### config.mk
export PLATFORM = sky130hd
export DESIGN_NAME = m2pm_ctrl
export DESIGN_NICKNAME = d
export VERILOG_FILES = /design/src/hw/rtl/m2pm_pkg.sv /design/src/hw/rtl/m2pm_ctrl.sv
export VERILOG_INCLUDE_DIRS = /design/src /design/src/hw/rtl
export SDC_FILE = /design/constraint.sdc
export NUM_CORES = 1
export LEC_CHECK = 0
export BUFFER_PORTS_ARGS = -buffer_cell sky130_fd_sc_hd__clkbuf_2
export CORE_AREA = 4 4 41 43
export DETAILED_ROUTE_END_ITERATION = 8
export DIE_AREA = 0 0 45 47
export PLACE_DENSITY = 0.6
export SETUP_SLACK_MARGIN = 0.05
export SKIP_LAST_GASP = 1
export SLEW_MARGIN = 20
export SYNTH_ARGS = -nofsm -noshare
export SYNTH_HDL_FRONTEND = slang
export SYNTH_SLANG_ARGS = --single-unit
export TNS_END_PERCENT = 1
### constraint.sdc
create_clock -name clk -period 1.71 [get_ports clk]
set_input_delay 0.171 -clock clk [delete_from_list [all_inputs] [get_ports clk]]
set_output_delay 0.171 -clock clk [all_outputs]
set_load 0.02 [all_outputs]
### src/hw/rtl/masked_2d_pattern_match_assert.svh
// Assertion macros shared by the masked pattern match RTL.
`ifndef MASKED_2D_PATTERN_MATCH_ASSERT_SVH
`define MASKED_2D_PATTERN_MATCH_ASSERT_SVH

// Check that cons holds in the same cycle as ante.
`define M2PM_ASSERT_NOW(name, ante, cons, msg) \
	name: assert property (@(posedge clk) disable iff (!arst_n) (ante) |-> (cons)) \
		else $error(msg);

// Check that cons holds in the cycle after ante.
`define M2PM_ASSERT_NEXT(name, ante, cons, msg) \
	name: assert property (@(posedge clk) disable iff (!arst_n) (ante) |=> (cons)) \
		else $error(msg);

`endif

### src/hw/rtl/m2pm_pkg.sv
// Shared types and constants of the masked pattern match block.
package m2pm_pkg;

	// Default store sizes
	localparam int DEF_MAX_IMAGE_ROWS = 64;
	localparam int DEF_MAX_IMAGE_COLS = 64;
	localparam int DEF_MAX_MASK_ROWS  = 8;
	localparam int DEF_MAX_MASK_COLS  = 8;

	// Word field and register widths
	localparam int REQ_W      = 2;
	localparam int CELL_W     = 6;
	localparam int VAL_W      = 8;
	localparam int IMG_SZ_W   = 7;
	localparam int MSK_SZ_W   = 4;
	localparam int CFG_IDX_W  = 2;
	localparam int CFG_DATA_W = 7;

	// Register reset values
	localparam logic [IMG_SZ_W-1:0] RST_IMAGE_ROWS = 7'd64;
	localparam logic [IMG_SZ_W-1:0] RST_IMAGE_COLS = 7'd64;
	localparam logic [MSK_SZ_W-1:0] RST_MASK_ROWS  = 4'd8;
	localparam logic [MSK_SZ_W-1:0] RST_MASK_COLS  = 4'd8;

	// Request codes
	typedef enum logic [REQ_W-1:0] {
		REQ_IMAGE  = 2'd0,
		REQ_MASK   = 2'd1,
		REQ_SEARCH = 2'd2
	} req_t;

	// Register indexes
	typedef enum logic [CFG_IDX_W-1:0] {
		REG_IMAGE_ROWS = 2'd0,
		REG_IMAGE_COLS = 2'd1,
		REG_MASK_ROWS  = 2'd2,
		REG_MASK_COLS  = 2'd3
	} reg_idx_t;

	// Controller to datapath commands
	typedef struct packed {
		logic start;
		logic issue;
		logic wr_img;
		logic wr_mask;
	} dp_cmd_t;

	// Datapath to controller status
	typedef struct packed {
		logic sizes_ok;
		logic issue_last;
		logic hit;
		logic done;
	} dp_sts_t;

endpackage

### src/hw/rtl/m2pm_ctrl.sv
// Controller: request handshake, search sequencing and result register.
`include "masked_2d_pattern_match_assert.svh"

module m2pm_ctrl
	import m2pm_pkg::*;
(
	input  logic             clk,
	input  logic             arst_n,
	input  logic             in_valid,
	output logic             in_ready,
	input  logic [REQ_W-1:0] req_type,
	output logic             out_valid,
	input  logic             out_ready,
	output logic             found,
	output dp_cmd_t          cmd,
	input  dp_sts_t          sts
);

	typedef enum logic [1:0] {
		ST_IDLE,
		ST_SCAN,
		ST_DRAIN
	} state_t;

	state_t state_q;
	logic   out_valid_q, found_q;
	logic   accept;

	// Take a word only when idle and the result slot is free or freeing
	assign in_ready = (state_q == ST_IDLE) && (!out_valid_q || out_ready);
	assign accept   = in_valid && in_ready;

	// Drive datapath commands
	assign cmd.start   = accept && (req_type == REQ_SEARCH);
	assign cmd.wr_img  = accept && (req_type == REQ_IMAGE);
	assign cmd.wr_mask = accept && (req_type == REQ_MASK);
	assign cmd.issue   = (state_q == ST_SCAN);

	// Sequence the search and hold the result word
	always_ff @(posedge clk or negedge arst_n) begin
		if (!arst_n) begin
			state_q     <= ST_IDLE;
			out_valid_q <= 1'b0;
			found_q     <= 1'b0;
		end else begin
			// drop the taken result unless an immediate miss replaces it
			if (out_valid_q && out_ready && !(cmd.start && !sts.sizes_ok)) begin
				out_valid_q <= 1'b0;
			end
			case (state_q)
				ST_IDLE: begin
					if (cmd.start) begin
						if (sts.sizes_ok) begin
							state_q <= ST_SCAN;
						end else begin
							out_valid_q <= 1'b1;
							found_q     <= 1'b0;
						end
					end
				end
				ST_SCAN: begin
					if (sts.hit) begin
						out_valid_q <= 1'b1;
						found_q     <= 1'b1;
						state_q     <= ST_IDLE;
					end else if (sts.issue_last) begin
						state_q <= ST_DRAIN;
					end
				end
				ST_DRAIN: begin
					if (sts.hit) begin
						out_valid_q <= 1'b1;
						found_q     <= 1'b1;
						state_q     <= ST_IDLE;
					end else if (sts.done) begin
						out_valid_q <= 1'b1;
						found_q     <= 1'b0;
						state_q     <= ST_IDLE;
					end
				end
				default: state_q <= ST_IDLE;
			endcase
		end
	end

	assign out_valid = out_valid_q;
	assign found     = found_q;

	// Result slot stays empty while a search runs
	`M2PM_ASSERT_NOW(a_slot_empty_busy, state_q != ST_IDLE, !out_valid_q, "result held during search")
	// No store write lands during a search
	`M2PM_ASSERT_NOW(a_no_write_busy, state_q != ST_IDLE, !cmd.wr_img && !cmd.wr_mask, "write during search")
	// Last placement checked gives a result next cycle
	`M2PM_ASSERT_NEXT(a_drain_result, state_q == ST_DRAIN && sts.done, out_valid_q && state_q == ST_IDLE, "no result after walk")
	// Bad sizes give an immediate miss
	`M2PM_ASSERT_NEXT(a_bad_size_miss, cmd.start && !sts.sizes_ok, out_valid_q && !found_q, "bad sizes not reported as miss")

endmodule

======== Yosys cells after proc, flatten, opt, wreduce, memory -nomap -nowiden ========
Cells that the tools add are included.
operators by class
  mux-type cells .......................... 20
  reduce and logical (&&, ||, !) cells .... 17
  eq/ne operators ......................... 10
operators with widths
  kind                                                             count
  2-bit two-way mux                                                6
  1-bit two-way mux                                                11
  1-bit logical AND                                                8
  2-bit != test, second input constant                             3
  1-bit one-hot mux with 3 select lines                            2
  2-bit one-hot mux with 3 select lines                            1
  5-bit AND reduction                                              1
  2-bit by 1-bit == test with 1-bit output, second input constant  2
  2-bit == test, second input constant                             2
  2-bit zero test                                                  2
  4-bit AND reduction                                              1
  1-bit zero test                                                  3
  3-bit by 1-bit != test with 1-bit output, second input constant  1
  3-bit != test, second input constant                             1
  3-bit nonzero test                                               1
  2-bit by 1-bit != test with 1-bit output, second input constant  1
  1-bit logical OR                                                 1
storage, ports and cells
  input port bits ......................... 10
  word-level logic and storage cells ...... 50
  output and inout bits ................... 7
  bits in registers ....................... 4

======== Depth between registers and ports, before layout ========
  word-level depth ........................ 12
  depth in mapped cells ................... 7
  gate-level depth less buffers ........... 6

======== Worst setup path before layout ========
OpenSTA, ideal clock, no wires.
  path kind ............................... register -> output
  start point ............................. register state_q[0]
  end point ............................... output port cmd[0] (netlist name)
  buffers on the path ..................... 1
  slack ................................... -0.161 ns
  required time ........................... 1.539 ns
  cell stages (with the launch flop) ...... 7
  arrival ................................. 1.700 ns
  cell sequence ........................... dfrtp_1 -> inv_1 -> ha_1 -> buf_2 -> and2_1 -> nand2_1 -> nor3b_1
RTL lines
  what                      line             RTL
  start: declaration        m2pm_ctrl.sv:25  state_t state_q;
  start signal: assignment  m2pm_ctrl.sv:42  state_q <= ST_IDLE;
  start signal: assignment  m2pm_ctrl.sv:54  state_q <= ST_SCAN;
  start signal: assignment  m2pm_ctrl.sv:65  state_q <= ST_IDLE;
  end: declaration          m2pm_ctrl.sv:15  output dp_cmd_t cmd,

==> impl_metrics.yaml <==
power_and_ir_drop:
  peakVddDrop_mv: 0.6532
  power_density_nw_per_um2: 1847
  pwr-share-clk: 0.103
  power.leakage_nw: 0.3058
  combPwrFrac: 0.750
  internal_power_mw: 0.6475
  swShare: 0.4329
  pwr-share-seq: 0.148
  finalPower_mw: 1.142
  p_sw_mw: 0.4943
placed_design:
  dp_slack_ps: 57.30
  numPortBuffers: 16
  gp_congestion: 0.7303
  dp_hpwl_um: 829.9
synth:
  syn_area_per_cell_um2: 9.399
  ys_ff_latch: 4
  ys_warn_count: 0
  syn_area_um2: 404.1
  ys_types: 25
  synth_nets: 58
  synthCells: 43
  yosysSeqAreaShare: 0.2477
worst_setup_path:
  crit_required_ps: 1540
  crit_slowest_cell: "dfrtp_1"
  cp-end-kind: "output pin"
  path_cells: "inv_2, ha_4, and2_1, nand2_2, nor3b_2, buf_4"
  crit_path_max_incr_delay_ps: 380
  critPathMaxFanout: 3
  timing_worst_setup_path_type: "reg -> out"
  r2r_slack_ps: 180
  crit_arrival_ps: 1430
  start_kind: "register"
grt:
  overflow: 0
  grt_first_pass_wirelength_mm: 1.497
  grt_pass1_vias: 385
  grt_usage: 0.09984
  grt_start_max_net_pins: 7
  antenna_found_initial: 0
final_layout:
  drive_above_1_share: 0.5294
  areaGrowthSynthToFinish_pct: 52.94
  antenna_cells: 0
  fin_util: 0.4750
  fin_nets: 85
timing:
  max_freq_ghz: 0.6248
  rsz0062_at_grt: "yes"
  setup_tns_ps: 0
  maxSlewViolCount: 0
  setup_slack_ps: 109.5
  fin_skew_ps: 5.063
  finalCriticalPeriod_ps: 1600
  relSlewSlack: 0.8258
  worst_pin_slew_ps: 259.0
  worst_hold_slack_ps: 244.9
  hold_violations: 0
  finalCritPeriodShare: 0.9359
  setup_viol: 0
cts:
  cts_buffers: 3
  cts_sinks: 4
  clk_pin_slew_ps: 40
  cts_root_buf: "clkbuf_4"
  clockBufferDepth: 2
  ctsHtreeMaxLevel: 1
  clk_latency_ps: 230
  cts_tree: "done"
run_status:
  status: "complete, no violations"
route:
  drt-met1-wl_um: 445
  drtIter0Drc: 4
  vias: 385
  dr.max_layer_used: "met3"
  wl_met3_um: 40
  drc: 0
  viasPerCell: 4.639
  drt_first_pass_iters: 2
  wire_per_inst_um: 11.87
  met2_length_um: 499
  postRouteAntennaNets: 0
  drt-total-wl_um: 985
floorplanning:
  core_area_um2: 1301
  fp.dieH_um: 47
  pin_count: 17
  initial_core_util: 0.3106
  dieArea_um2: 2115
  die_w_um: 45
  core.rowCount: 13
run:
  maxCapViolCount: 0
worst_hold_path:
  hold_path.class: "in -> reg"
==> worst paths after layout <==
path,start,end,depth (start not counted)
min,out_ready,out_valid,3
min in group asynchronous,arst_n,found,2
max,state_q[0],cmd[0],6
min reg2reg,found,found,1
max reg2reg,state_q[1],found,6
max in group asynchronous,arst_n,state_q[0],2
==> layer usage <==
layer / GRT usage / vias to the layer above
li1: - / 207
met1: 0.1261 / 168
met2: 0.1554 / 10
met3: 0.02682 / 0
met4: 0.05263 / 0
met5: 0 / -
==> worst max-delay path: cells and delay by family, from the launching register on <==
family	cells	cell delay (ps)
DFF	1	380
buffers and inverters	2	260
and+or+nand+nor	3	390
adders and majority gates	1	160
==> final cells by class <==
| cell class | count | area (um^2) |
|---|---|---|
| fill | 134 | 683.2 |
| tap | 15 | 18.77 |
| sequential | 4 | 100.1 |
| inverter | 4 | 15.01 |
| clock buffer | 3 | 22.52 |
| timing repair buffer | 23 | 150.1 |
| multi-input combinational | 34 | 311.5 |
==> flip-flops by register name (all words and copies together) (netlist names) <==
signal / count
found: 1
out_valid: 1
state_q: 2
==> cell usage after synthesis <==
library cell  number  area share
and3b_1            1       0.022
mux2i_1            1       0.025
o31ai_1            1       0.019
nor3_1             2       0.025
nor2b_1            1       0.015
inv_1              4       0.037
and2_1             1       0.015
a21oi_1            3       0.037
nor3b_1            1       0.019
o2bb2ai_1          1       0.022
a2bb2oi_1          1       0.022
nand2b_1           4       0.062
a21oi_2            1       0.022
o32ai_1            1       0.022
a211oi_2           1       0.031
nand4_1            1       0.015
nor2_1             1      0.0093
dfrtp_1            4        0.25
nand4_4            1       0.053
nand2_1            2       0.019
ha_1               5        0.15
a21o_1             1       0.019
mux2_1             2       0.056
buf_2              1       0.012
and2b_2            1       0.022
==> kinds of logic after synthesis <==
group	Yosys count	share of synthesized area
adders and majority gates	5	0.1548
muxes	3	0.08049
and+or+nand+nor	16	0.2756
DFF	4	0.2477
AOI/OAI and AO/OA	10	0.1920
buffers and inverters	5	0.04951
==> power by group through the flow <==
| stage | clock, mW | combinational [mW] | sequential, mW |
|---|---|---|---|
| floorplan | 0 | 0.462 | 0.193 |
| CTS | 0.122 | 0.849 | 0.168 |
| global placement | 0 | 0.694 | 0.163 |
| detailed placement | 0 | 0.701 | 0.166 |
| global route | 0.129 | 0.937 | 0.173 |
| finish | 0.117 | 0.856 | 0.169 |
==> cells in the final DEF, fill, tap and decap left out <==
master	instances
a21o_1	1
a21oi_1	3
nor3b_2	1
o32ai_1	1
nor2_1	1
a211oi_2	1
nand2_2	1
buf_4	6
nand2b_1	4
buf_12	1
nor3_2	1
nor2b_1	1
nor3_1	1
ha_1	3
inv_1	2
o31ai_1	1
and2_1	1
mux2i_1	1
and2b_2	1
and3b_1	1
ha_4	1
a21oi_2	1
clkbuf_2	15
inv_2	2
o2bb2ai_1	1
ha_2	1
clkbuf_4	3
nand2_1	1
mux2_1	2
dlygate4sd3_1	1
nand4_4	1
nand4_1	1
a2bb2oi_1	1
dfrtp_1	4
==> stage by stage <==
step	instance area, um^2	cells
after floorplan	414.1	43
after global placement	538.0	77
after detailed placement	538.0	77
after CTS	613.1	83
after global routing	618.1	83
final	618.1	83
==> timing repair <==
item	CTS	global route
endpoints found under the setup margin	3	4
hold buffers	1	0
cloned	0	0
endpoints found under the hold margin	4	0
buffers inserted	2	0
gates resized for setup	5	3
pin swaps	1	0
No activity file was read; power rests on OpenSTA's default activity.
